==> config.mk <==
export PLATFORM = sky130hd
export DESIGN_NAME = saturating_fixed_point_alu_flat
export DESIGN_NICKNAME = d
export VERILOG_FILES = /design/src/hw/rtl/sfa_pkg.sv /design/src/hw/rtl/sfa_if.sv /design/src/hw/rtl/sfa_front.sv /design/src/hw/rtl/sfa_queue.sv /design/src/hw/rtl/sfa_back.sv /design/src/hw/rtl/saturating_fixed_point_alu.sv /design/src/flat_wrapper.sv
export SDC_FILE = /design/constraint.sdc
export NUM_CORES = 2
export LEC_CHECK = 0
export BUFFER_PORTS_ARGS = -buffer_cell sky130_fd_sc_hd__buf_2
export CORE_MARGIN = 5
export CORE_UTILIZATION = 44
export CTS_CLUSTER_SIZE = 10
export DETAILED_ROUTE_END_ITERATION = 10
export HOLD_SLACK_MARGIN = 0.15
export PLACE_DENSITY = 0.59
export SYNTH_ARGS = -nofsm -noshare
export SYNTH_HDL_FRONTEND = slang
export SYNTH_HIERARCHICAL = 1
export SYNTH_SLANG_ARGS = --single-unit
==> constraint.sdc <==
create_clock -name clk_i -period 12.3 [get_ports clk_i]
set_input_delay 0.615 -clock clk_i [delete_from_list [all_inputs] [get_ports clk_i]]
set_output_delay 0.615 -clock clk_i [all_outputs]
set_load 0.03 [all_outputs]
==> src/hw/rtl/sfa_pkg.sv <==
// Package for the saturating fixed-point ALU.
// Holds the command codes, the queue entry type and the 32-bit limits.
// It has no dependencies. Every other file but sfa_if imports it.
package sfa_pkg;

  typedef enum logic [3:0] {
    CMD_ADD      = 4'd0,
    CMD_SUB      = 4'd1,
    CMD_MUL      = 4'd2,
    CMD_DIV      = 4'd3,
    CMD_FROM_INT = 4'd4,
    CMD_TO_INT   = 4'd5,
    CMD_COMPARE  = 4'd6,
    CMD_MIN      = 4'd7,
    CMD_MAX      = 4'd8,
    CMD_INC      = 4'd9,
    CMD_DEC      = 4'd10,
    CMD_NOP      = 4'd15
  } cmd_e;

  localparam logic [31:0] FX_MAX = 32'h7fff_ffff;
  localparam logic [31:0] FX_MIN = 32'h8000_0000;

  localparam int QUEUE_DEPTH = 2;

  // One decoded operation as it waits between the front end and the back end.
  typedef struct packed {
    cmd_e        cmd;
    logic [31:0] a;
    logic [31:0] b;
    logic        div_zero;
  } sfa_entry_t;

endpackage

==> src/hw/rtl/sfa_if.sv <==
// Handshake interfaces for the input and result channels of the ALU.
// Payload fields are plain signals next to valid and ready.
// No dependencies.
interface sfa_in_if;
  logic        valid;
  logic        ready;
  logic [3:0]  command;
  logic [31:0] operand_a;
  logic [31:0] operand_b;

  modport source (output valid, command, operand_a, operand_b, input ready);
  modport sink   (input valid, command, operand_a, operand_b, output ready);
endinterface

interface sfa_out_if;
  logic        valid;
  logic        ready;
  logic [31:0] result;
  logic        saturated;
  logic        divide_by_zero;
  logic        less;
  logic        equal;
  logic        greater;

  modport source (output valid, result, saturated, divide_by_zero, less, equal, greater,
                  input ready);
  modport sink   (input valid, result, saturated, divide_by_zero, less, equal, greater,
                  output ready);
endinterface

==> src/hw/rtl/sfa_front.sv <==
// Front end: takes operations from the input channel and decodes them.
// Unknown commands become a no-op, and a divide by zero is flagged here.
// Depends on sfa_pkg and sfa_if.
module sfa_front import sfa_pkg::*; (
  sfa_in_if.sink     in_if,
  output logic       push_o,
  input  logic       full_i,
  output sfa_entry_t entry_o
);

  cmd_e cmd;

  always_comb begin
    case (in_if.command) inside
      [4'd0:4'd10]: cmd = cmd_e'(in_if.command);
      default:      cmd = CMD_NOP;
    endcase
  end

  assign in_if.ready      = !full_i;
  assign push_o           = in_if.valid && !full_i;
  assign entry_o.cmd      = cmd;
  assign entry_o.a        = in_if.operand_a;
  assign entry_o.b        = in_if.operand_b;
  assign entry_o.div_zero = (cmd == CMD_DIV) && (in_if.operand_b == 32'd0);

endmodule

==> src/hw/rtl/sfa_queue.sv <==
// Short queue between the front end and the back end.
// Registered storage with read and write pointers; depth from sfa_pkg.
// Depends on sfa_pkg.
module sfa_queue import sfa_pkg::*; (
  input  logic       clk_i,
  input  logic       rst_ni,
  input  logic       push_i,
  input  sfa_entry_t entry_i,
  output logic       full_o,
  output logic       valid_o,
  input  logic       pop_i,
  output sfa_entry_t entry_o
);

  localparam int PW = $clog2(QUEUE_DEPTH);

  sfa_entry_t       mem_q [QUEUE_DEPTH];
  logic [PW-1:0]    wptr_q, rptr_q;
  logic [PW:0]      count_q;

  assign full_o  = (count_q == (PW+1)'(QUEUE_DEPTH));
  assign valid_o = (count_q != '0);
  assign entry_o = mem_q[rptr_q];

  always_ff @(posedge clk_i) begin
    if (push_i) begin
      mem_q[wptr_q] <= entry_i;
    end
  end

  always_ff @(posedge clk_i or negedge rst_ni) begin
    if (!rst_ni) begin
      wptr_q  <= '0;
      rptr_q  <= '0;
      count_q <= '0;
    end else begin
      if (push_i) begin
        wptr_q <= (wptr_q == PW'(QUEUE_DEPTH - 1)) ? '0 : wptr_q + 1'b1;
      end
      if (pop_i) begin
        rptr_q <= (rptr_q == PW'(QUEUE_DEPTH - 1)) ? '0 : rptr_q + 1'b1;
      end
      count_q <= count_q + (PW+1)'(push_i) - (PW+1)'(pop_i);
    end
  end

endmodule

==> src/hw/rtl/sfa_back.sv <==
// Back end: operand stage with the product register and a bit-serial divider,
// then the result register that drives the output channel.
// Depends on sfa_pkg and sfa_if.
module sfa_back import sfa_pkg::*; #(
  parameter int FRAC_BITS = 8
) (
  input  logic       clk_i,
  input  logic       rst_ni,
  input  logic       q_valid_i,
  output logic       q_pop_o,
  input  sfa_entry_t q_entry_i,
  sfa_out_if.source  out_if
);

  localparam int DW = 32 + FRAC_BITS;
  localparam int CW = $clog2(DW + 1);
  localparam logic [63:0] RMASK = (64'd1 << FRAC_BITS) - 64'd1;
  localparam logic signed [31:0] FI_HI = $signed(FX_MAX) >>> FRAC_BITS;
  localparam logic signed [31:0] FI_LO = $signed(FX_MIN) >>> FRAC_BITS;

  sfa_entry_t         s1_q;
  logic               s1_valid_q;
  logic signed [63:0] prod_q;
  logic [32:0]        rem_q;
  logic [DW-1:0]      quo_q;
  logic [31:0]        dvs_q;
  logic [CW-1:0]      cnt_q;

  logic               s1_done, s1_adv, load;
  logic [31:0]        abs_a, abs_b;
  logic [32:0]        shifted;
  logic               fits;

  logic [31:0]        res_d;
  logic               sat_d, dz_d, lt_d, eq_d, gt_d;
  logic [32:0]        sum33;
  logic [63:0]        adj64, sh64;
  logic [32:0]        t33;
  logic signed [32:0] t33s;
  logic               neg;

  logic               out_valid_q;
  logic [31:0]        res_q;
  logic               sat_q, dz_q, lt_q, eq_q, gt_q;

  assign s1_done = (cnt_q == '0);
  assign s1_adv  = s1_valid_q && s1_done && (!out_valid_q || out_if.ready);
  assign load    = q_valid_i && (!s1_valid_q || s1_adv);
  assign q_pop_o = load;

  assign abs_a = q_entry_i.a[31] ? 32'(-q_entry_i.a) : q_entry_i.a;
  assign abs_b = q_entry_i.b[31] ? 32'(-q_entry_i.b) : q_entry_i.b;

  // Restoring division, one quotient bit per cycle.
  assign shifted = {rem_q[31:0], quo_q[DW-1]};
  assign fits    = (shifted >= {1'b0, dvs_q});

  always_ff @(posedge clk_i) begin
    if (load) begin
      s1_q   <= q_entry_i;
      prod_q <= $signed(q_entry_i.a) * $signed(q_entry_i.b);
      rem_q  <= '0;
      quo_q  <= {abs_a, {FRAC_BITS{1'b0}}};
      dvs_q  <= abs_b;
    end else if (cnt_q != '0) begin
      rem_q <= fits ? (shifted - {1'b0, dvs_q}) : shifted;
      quo_q <= {quo_q[DW-2:0], fits};
    end
  end

  always_ff @(posedge clk_i or negedge rst_ni) begin
    if (!rst_ni) begin
      s1_valid_q <= 1'b0;
      cnt_q      <= '0;
    end else begin
      if (load) begin
        s1_valid_q <= 1'b1;
        cnt_q      <= (q_entry_i.cmd == CMD_DIV && !q_entry_i.div_zero) ? CW'(DW) : '0;
      end else begin
        if (s1_adv) begin
          s1_valid_q <= 1'b0;
        end
        if (cnt_q != '0) begin
          cnt_q <= cnt_q - 1'b1;
        end
      end
    end
  end

  always_comb begin
    res_d = '0;
    sat_d = 1'b0;
    dz_d  = 1'b0;
    lt_d  = 1'b0;
    eq_d  = 1'b0;
    gt_d  = 1'b0;
    sum33 = '0;
    adj64 = '0;
    sh64  = '0;
    t33   = '0;
    t33s  = '0;
    neg   = s1_q.a[31] ^ s1_q.b[31];
    case (s1_q.cmd)
      CMD_ADD, CMD_SUB: begin
        if (s1_q.cmd == CMD_ADD) begin
          sum33 = {s1_q.a[31], s1_q.a} + {s1_q.b[31], s1_q.b};
        end else begin
          sum33 = {s1_q.a[31], s1_q.a} - {s1_q.b[31], s1_q.b};
        end
        sat_d = sum33[32] != sum33[31];
        res_d = sat_d ? (sum33[32] ? FX_MIN : FX_MAX) : sum33[31:0];
      end
      CMD_MUL: begin
        // Round toward zero before the arithmetic shift.
        adj64 = prod_q + (prod_q[63] ? RMASK : 64'd0);
        sh64  = 64'($signed(adj64) >>> FRAC_BITS);
        sat_d = !((&sh64[63:31]) || !(|sh64[63:31]));
        res_d = sat_d ? (sh64[63] ? FX_MIN : FX_MAX) : sh64[31:0];
      end
      CMD_DIV: begin
        if (s1_q.div_zero) begin
          dz_d = 1'b1;
        end else if (!neg) begin
          sat_d = quo_q > DW'(FX_MAX);
          res_d = sat_d ? FX_MAX : quo_q[31:0];
        end else begin
          sat_d = quo_q > DW'(FX_MIN);
          res_d = sat_d ? FX_MIN : 32'(-quo_q[31:0]);
        end
      end
      CMD_FROM_INT: begin
        if ($signed(s1_q.a) > FI_HI) begin
          sat_d = 1'b1;
          res_d = FX_MAX;
        end else if ($signed(s1_q.a) < FI_LO) begin
          sat_d = 1'b1;
          res_d = FX_MIN;
        end else begin
          res_d = s1_q.a << FRAC_BITS;
        end
      end
      CMD_TO_INT: begin
        t33   = {s1_q.a[31], s1_q.a} + (s1_q.a[31] ? RMASK[32:0] : 33'd0);
        t33s  = $signed(t33) >>> FRAC_BITS;
        res_d = t33s[31:0];
      end
      CMD_COMPARE: begin
        lt_d = $signed(s1_q.a) < $signed(s1_q.b);
        eq_d = s1_q.a == s1_q.b;
        gt_d = $signed(s1_q.a) > $signed(s1_q.b);
      end
      CMD_MIN: res_d = ($signed(s1_q.a) < $signed(s1_q.b)) ? s1_q.a : s1_q.b;
      CMD_MAX: res_d = ($signed(s1_q.a) > $signed(s1_q.b)) ? s1_q.a : s1_q.b;
      CMD_INC: res_d = s1_q.a + 32'd1;
      CMD_DEC: res_d = s1_q.a - 32'd1;
      default: res_d = '0;
    endcase
  end

  always_ff @(posedge clk_i) begin
    if (s1_adv) begin
      res_q <= res_d;
      sat_q <= sat_d;
      dz_q  <= dz_d;
      lt_q  <= lt_d;
      eq_q  <= eq_d;
      gt_q  <= gt_d;
    end
  end

  always_ff @(posedge clk_i or negedge rst_ni) begin
    if (!rst_ni) begin
      out_valid_q <= 1'b0;
    end else if (s1_adv) begin
      out_valid_q <= 1'b1;
    end else if (out_if.ready) begin
      out_valid_q <= 1'b0;
    end
  end

  assign out_if.valid          = out_valid_q;
  assign out_if.result         = res_q;
  assign out_if.saturated      = sat_q;
  assign out_if.divide_by_zero = dz_q;
  assign out_if.less           = lt_q;
  assign out_if.equal          = eq_q;
  assign out_if.greater        = gt_q;

endmodule

==> src/hw/rtl/saturating_fixed_point_alu.sv <==
// Saturating signed 32-bit fixed-point ALU with FRAC_BITS fraction bits.
// Built from sfa_front, sfa_queue and sfa_back; uses sfa_pkg and sfa_if.
//
// Usage:
//   Operations enter on in_if (command, operand_a, operand_b) and one result
//   per operation leaves on out_if, in order. A transfer happens on a clock
//   edge where valid and ready are both high.
//   The front end decodes the command and writes a two-entry queue; the back
//   end reads it into an operand stage and then into the result register.
//   A result becomes valid after the queue, the operand stage and the result
//   register; divide also waits in the operand stage while the restoring
//   divider of the back end makes one quotient bit per cycle.
//   Throughput is one operation per cycle for all commands but divide while
//   out_if.ready is high; a divide holds the operand stage until it ends.
//   The queue keeps accepting while the back end divides or the result is
//   stalled, until both entries are full; then in_if.ready drops.
//   When the receiver holds out_if.ready low, the result stays valid and
//   unchanged. Reset empties the queue and the pipeline; nothing else is kept.
module saturating_fixed_point_alu import sfa_pkg::*; #(
  parameter int FRAC_BITS = 8
) (
  input logic       clk_i,
  input logic       rst_ni,
  sfa_in_if.sink    in_if,
  sfa_out_if.source out_if
);

  logic       push, full, q_valid, q_pop;
  sfa_entry_t push_entry, head_entry;

  sfa_front u_front (
    .in_if   (in_if),
    .push_o  (push),
    .full_i  (full),
    .entry_o (push_entry)
  );

  sfa_queue u_queue (
    .clk_i   (clk_i),
    .rst_ni  (rst_ni),
    .push_i  (push),
    .entry_i (push_entry),
    .full_o  (full),
    .valid_o (q_valid),
    .pop_i   (q_pop),
    .entry_o (head_entry)
  );

  sfa_back #(.FRAC_BITS(FRAC_BITS)) u_back (
    .clk_i     (clk_i),
    .rst_ni    (rst_ni),
    .q_valid_i (q_valid),
    .q_pop_o   (q_pop),
    .q_entry_i (head_entry),
    .out_if    (out_if)
  );

  a_dz_not_sat: assert property (@(posedge clk_i) disable iff (!rst_ni)
    out_if.valid |-> !(out_if.divide_by_zero && out_if.saturated))
    else $error("divide by zero reported together with saturation");

  a_cmp_onehot: assert property (@(posedge clk_i) disable iff (!rst_ni)
    out_if.valid |-> $onehot0({out_if.less, out_if.equal, out_if.greater}))
    else $error("more than one compare flag set");

  a_sat_limit: assert property (@(posedge clk_i) disable iff (!rst_ni)
    (out_if.valid && out_if.saturated) |->
      (out_if.result == FX_MAX || out_if.result == FX_MIN))
    else $error("saturated result is not a 32-bit limit");

endmodule

==> src/flat_wrapper.sv <==
// flat-port wrapper written by rule: the top's interface ports become plain ports
module saturating_fixed_point_alu_flat import sfa_pkg::*;
#(
  parameter int FRAC_BITS = 8
)
  (clk_i, rst_ni, in_if_valid, in_if_command, in_if_operand_a, in_if_operand_b, in_if_ready, out_if_valid, out_if_result, out_if_saturated, out_if_divide_by_zero, out_if_less, out_if_equal, out_if_greater, out_if_ready);
  sfa_in_if in_if_i ();
  sfa_out_if out_if_i ();
  input logic clk_i;
  input logic rst_ni;
  input wire logic [$bits(in_if_i.valid)-1:0] in_if_valid;
  input wire logic [$bits(in_if_i.command)-1:0] in_if_command;
  input wire logic [$bits(in_if_i.operand_a)-1:0] in_if_operand_a;
  input wire logic [$bits(in_if_i.operand_b)-1:0] in_if_operand_b;
  output wire logic [$bits(in_if_i.ready)-1:0] in_if_ready;
  output wire logic [$bits(out_if_i.valid)-1:0] out_if_valid;
  output wire logic [$bits(out_if_i.result)-1:0] out_if_result;
  output wire logic [$bits(out_if_i.saturated)-1:0] out_if_saturated;
  output wire logic [$bits(out_if_i.divide_by_zero)-1:0] out_if_divide_by_zero;
  output wire logic [$bits(out_if_i.less)-1:0] out_if_less;
  output wire logic [$bits(out_if_i.equal)-1:0] out_if_equal;
  output wire logic [$bits(out_if_i.greater)-1:0] out_if_greater;
  input wire logic [$bits(out_if_i.ready)-1:0] out_if_ready;
  assign in_if_i.valid = in_if_valid;
  assign in_if_i.command = in_if_command;
  assign in_if_i.operand_a = in_if_operand_a;
  assign in_if_i.operand_b = in_if_operand_b;
  assign in_if_ready = in_if_i.ready;
  assign out_if_valid = out_if_i.valid;
  assign out_if_result = out_if_i.result;
  assign out_if_saturated = out_if_i.saturated;
  assign out_if_divide_by_zero = out_if_i.divide_by_zero;
  assign out_if_less = out_if_i.less;
  assign out_if_equal = out_if_i.equal;
  assign out_if_greater = out_if_i.greater;
  assign out_if_i.ready = out_if_ready;
  saturating_fixed_point_alu #(.FRAC_BITS(FRAC_BITS)) u_core (.clk_i(clk_i), .rst_ni(rst_ni), .in_if(in_if_i), .out_if(out_if_i));
endmodule
# Yosys cells after proc, flatten, opt, wreduce, memory -nomap -nowiden
# Memories as Yosys holds them, arrays and structs flattened.
# Cells that the tools add are included.
# totals
output_inout_bits	39
mem_count	1
input_bits	72
mem_bits_rw	138
regBits	286
# mem_list
name	depth	word_bits	read_ports	rd_ports_with_merged_regs	write_ports	line	rtl
u_core.u_queue.mem_q	2	69	1	0	1	sfa_queue.sv:17	sfa_entry_t mem_q [QUEUE_DEPTH];
# classes
muxes	40
eq_ne	15
magnitude_cmp	9
addsub	15
n_reduce_logical	27
bitwise_logic	1
mul	1
# op_table
operator	n
$mux W32	14
$pmux W32 S9	1
$neg A32 Y32	3
$mux W40	2
$mux W33	2
$add A64 B8 Y64	1
$mul A32 B32 Y64	1
$gt A40 B31 Y1 const B	1
$gt A40 B32 Y1 const B	1
$add A32 B32 Y33	1
$add A32 B9 Y33	1
$ge A33 B32 Y1	1
$sub A32 B32 Y33	1
$add A32 B1 Y32 const B	1
$eq A32 B32 Y1	1
$gt A32 B24 Y1 const B	1
$gt A32 B32 Y1	1
$logic_not A32 Y1	1
$lt A32 B24 Y1 const B	1
$lt A32 B32 Y1	1
$sub A32 B1 Y32 const B	1
$sub A32 B32 Y32	1
$mux W31	1
$reduce_and A25 Y1	1
other kinds (27)	67

# Longest topological paths before layout
# depth
depth_word	7
mapped_depth	34

# By module
# Netlist, hierarchy kept.
# modules_own_cells
module	cells_per_inst	instances	seq_area_each_um2	area_each_um2
sfa_back	6460	1	7997.7	58576.2
sfa_queue	230	1	4244.1	5530.3
sfa_front	83	1	0.0	601.8

# Worst setup path after synthesis
# No wires, ideal clock.
# synth_timing
path_kind	register -> register
from	register u_core.u_queue.rptr_q
to	register u_core.u_back.prod_q[62] (data pin)
setup_slack_ns	3.509
setup_time_ns	0.259
required_time_ns	12.041
path_stages_with_launch	33
arrival_ns	8.532
period_less_slack_ns	8.791
path_cell_list	dfrtp_1 buf_6 buf_12 mux2_4 clkbuf_1 clkbuf_1 buf_1 nand2_1 inv_1 fa_1 inv_1 fa_1 inv_1 fa_1 fa_1 inv_1 fa_1 inv_1 fa_1 inv_1 fa_1 inv_1 fa_1 ha_1 clkbuf_1 nand3_1 nor4b_1 o21ai_0 o21bai_1 a21oi_1 o21ai_0 a41oi_1 xnor2_1
# synth_rtl
element	line	rtl
start: declaration	sfa_queue.sv:18	logic [PW-1:0] wptr_q, rptr_q;
start signal: assignment	sfa_queue.sv:41	rptr_q <= (rptr_q == PW'(QUEUE_DEPTH - 1)) ? '0 : rptr_q + 1'b1;
end signal: assignment	sfa_back.sv:61	prod_q <= $signed(q_entry_i.a) * $signed(q_entry_i.b);
end: declaration	sfa_back.sv:23	logic signed [63:0] prod_q;

==> summary.txt <==
Yosys
  • Number of synthesized flops with an enable pin: 371
  • Top cells by count, synth: fa_1 (1086), inv_1 (1086), nand2_1 (689), and2_1 (531), edfxtp_1 (371)
  • Syn_area_per_cell: 9.55 µm²
  • Simple-gate share of the synthesized area: 15.7%
  • Post-synthesis cell type count: 90
  • Post-Synthesis Cells: 6773
  • Compound-Gate Fraction of Synth Area: 9.85%
  • Total nets after synthesis: 8261
  • Post-Synth XOR/XNOR Area: 3.72%
  • Post-Synthesis Cell Area: 64700 µm²
  • Main combinational cell family by area after synthesis: adder cells
  • Post-synth top area share: 33.6%
  • Async set-reset flop share out of synthesis: 2.84%
  • Post-synthesis sequential area ratio: 18.9%
  • Mux cell area share after synthesis: 2.32%
  • Post-synth top flop: edfxtp_1
  • Largest cells by area after synthesis: fa_1 (34%), edfxtp_1 (17%), ha_1 (6.4%)
  • Adder-cell area share of the yosys netlist: 40.0%
  • Synth warnings: 6
  • Dominant cell type by area after synthesis: fa_1
  • Synth Register Bits: 423

Die
  • Row cnt: 140
  • Core Region: 146000 µm²
  • Die X: 393 µm
  • Die Height: 393 µm
  • Starting Density: 44.3%
  • Io pins: 111
  • Die area: 155000 µm²

Timing
  • RSZ-0062 raised after global routing: no
  • Max-slew headroom: 6.77%
  • Fin crit share: 84.3%
  • Clk_skew: 0.0437 ns
  • Setup TNS: 0 ns
  • # setup viols final: 0
  • Worst-Margin Slew: 1.39 ns
  • Max Freq: 0.0964 GHz
  • Minimum clock period: 10.37 ns
  • Final count of pins violating max slew: 0
  • Final hold violations: 0

Clock tree
  • Total CTS buffers: 52
  • Resized cells post-CTS: 0
  • CTS H-tree depth: 2
  • Clk buf depth: 3
  • Clock root cell: clkbuf_16
  • Clk sink count: 423
  • Clock insertion delay at the later pin of the skew report: 0.67 ns
  • Cts-stage hold buffer count: 23
  • CTS tree: yes
  • Clock transition at path regs: 0.05 ns
  • Setup Buffers After CTS: 0

Global routing
  • GRT Util Overall: 27.7%
  • Antenna violations before repair: 19
  • Largest net degree at the start of global routing: 85
  • Vias in the first global route: 51702
  • GRT overflow: 0
  • First-pass GRT wire length: 326 mm

Route
  • Routed Antenna Nets: 0
  • Avg WL per Cell: 25.4 µm
  • First-pass iteration count of the detailed router: 9
  • Vias per inst: 5.77
  • Residual DRC: 2
  • Via count: 49171
  • Number of DRC markers after the initial detailed-route iteration: 4040
  • Overall routed net length: 216 mm

Placed design
  • Dpl cell area: 66100 µm²
  • HPWL after DPL: 156 mm
  • IO Port Bufs: 110
  • Final Wtd Congestion: 0.957
  • Placed cells: 8394

Critical path
  • Critical path launch point type: flip-flop
  • Stages on the worst setup path: 25
  • Crit. End Element: flip-flop
  • Worst path slowest cell: dfrtp_4
  • Critical path buffer and inverter count: 4
  • Slowest Stage Delay on Critical Path: 1.16 ns
  • Crit path top cell by count: fa_1
  • R2R setup slack: 1.93 ns
  • Critical Setup Path Class: reg -> reg
  • Critical path data arrival time: 10.75 ns
  • CP required: 12.68 ns
  • Reg2Reg Launch Point: u_core/u_queue/rptr_q$_DFFE_PN0P_
  • FF-to-FF path depth: 25
  • Top delay family on crit path: adder cells
  • Crit Reg-Reg Endpoint: u_core/u_back/prod_q[60]$_DFFE_PP_
  • Crit Path Max Fanout: 58

Outcome
  • Status: finished with violations
  • Violated checks: DRC

Final layout
  • Area growth syn-to-layout: 5.02%
  • Final cell count without fillers: 8519
  • Ratio of cells with drive above 1 in the final layout: 5.55%
  • Finished Cell Area: 68000 µm²
  • Nets@finish: 8042

Min path
  • Hold Path Class: in -> reg
  • Hold Path Stages: 1
  • Min-delay src: in_if_operand_a[22]
  • End point of the worst hold path: u_core/u_queue/mem_q[0][55]$_DFFE_PP_

Flow run
  • Max Cap Viol: 0
## layout by cell type, fill, tap and decap left out, drive strengths merged, types with 51 or more instances in the layout
cell    count
inv      1087
nand2     689
nand3      96
edfxtp    371
a21o       77
and2      531
xor2      106
clkbuf     81
nor2      257
xnor2     165
ha        330
buf       161
nor3       80
a21oi     306
a211oi     57
nand4      51
nor2b      53
fa       1086
o21ai     221
mux2       73
## area by class of cell
class	count	area, µm²
fill	13979	78000
timing repair buffer	184	1160
tap	1917	2400
clock inverter	13	201
inverter	1087	4090
clock buffer	81	1450
multi-input combinational	4806	46400
sequential	423	12200
antenna	8	20.0
## worst max-delay path by stage
| stage | startpoint | end | slack [ns] |
|---|---|---|---|
| floorplan | u_core/u_queue/rptr_q$_DFFE_PN0P_ | u_core/u_back/prod_q[62]$_DFFE_PP_ | 3.51 |
| global route | u_core/u_queue/rptr_q$_DFFE_PN0P_ | u_core/u_back/prod_q[62]$_DFFE_PP_ | 1.30 |
| global placement | u_core/u_queue/rptr_q$_DFFE_PN0P_ | u_core/u_back/prod_q[60]$_DFFE_PP_ | 2.12 |
| finish | u_core/u_queue/rptr_q$_DFFE_PN0P_ | u_core/u_back/prod_q[60]$_DFFE_PP_ | 1.93 |
| detailed placement | u_core/u_queue/rptr_q$_DFFE_PN0P_ | u_core/u_back/prod_q[60]$_DFFE_PP_ | 2.02 |
| CTS | u_core/u_queue/rptr_q$_DFFE_PN0P_ | u_core/u_back/prod_q[60]$_DFFE_PP_ | 1.98 |
## worst reg2reg max path, delay by kind of cell, from the launching register on
| kind | cells | cell delay, ns |
|---|---|---|
| adder cells (fa/ha/maj) | 9 | 4.61 |
| AO/OA/AOI/OAI | 6 | 1.78 |
| flip-flops | 1 | 1.16 |
| buffers and inverters | 4 | 1.00 |
| AND/OR/NAND/NOR | 4 | 0.93 |
| multiplexers | 1 | 0.55 |
| XOR/XNOR | 1 | 0.10 |
## per-layer routing
layer | part of all wire, % | vias up | GRT usage, %
met4 | 6.1 | 6 | 13.9
li1 | - | 21338 | -
met3 | 6.6 | 567 | 4.23
met5 | 0.025 | - | 0
met1 | 39 | 25265 | 34.5
met2 | 48 | 1995 | 46.9
## state kept, by name, summed over array words and instances (netlist names)
register and cells:
u_core/u_back/prod_q 64, u_core/u_back/cnt_q 6, u_core/u_queue/count_q 2, u_core/u_back/out_if.saturated 1, u_core/u_queue/rptr_q 1, u_core/u_queue/mem_q 138
u_core/u_back/out_if.equal 1, u_core/u_back/out_if.result 32, u_core/u_back/rem_q 32, u_core/u_back/out_if.valid 1, u_core/u_back/out_if.divide_by_zero 1, u_core/u_back/out_if.less 1
u_core/u_back/quo_q 40, u_core/u_back/s1_q 69, u_core/u_back/out_if.greater 1, u_core/u_back/s1_valid_q 1, u_core/u_back/dvs_q 31, u_core/u_queue/wptr_q 1
## through the flow
stage / worst slack, ns / hold WS, ns / util, %
after global placement: 2.12 / 0.481 / 45.3
after global routing: 1.30 / 0.166 / 46.6
after floorplan: 3.51 / 0.319 / -
final: 1.93 / 0.181 / 46.6
after CTS: 1.98 / 0.150 / 46.6
after detailed placement: 2.02 / 0.487 / 45.3
## cells by family (layout without fill, tap and decap cells)
group | Yosys count | count (layout)
flops | 423 | 423
mux | 115 | 115
other cells | 0 | 8
compound gates | 999 | 999
xor+xnor | 272 | 272
fa+ha+maj | 1416 | 1416
buf+inv | 1544 | 1365
simple gates | 2004 | 2004
Power is not shown: default switching activity piles up to over one toggle a cycle in this logic, so the estimate is an artifact.
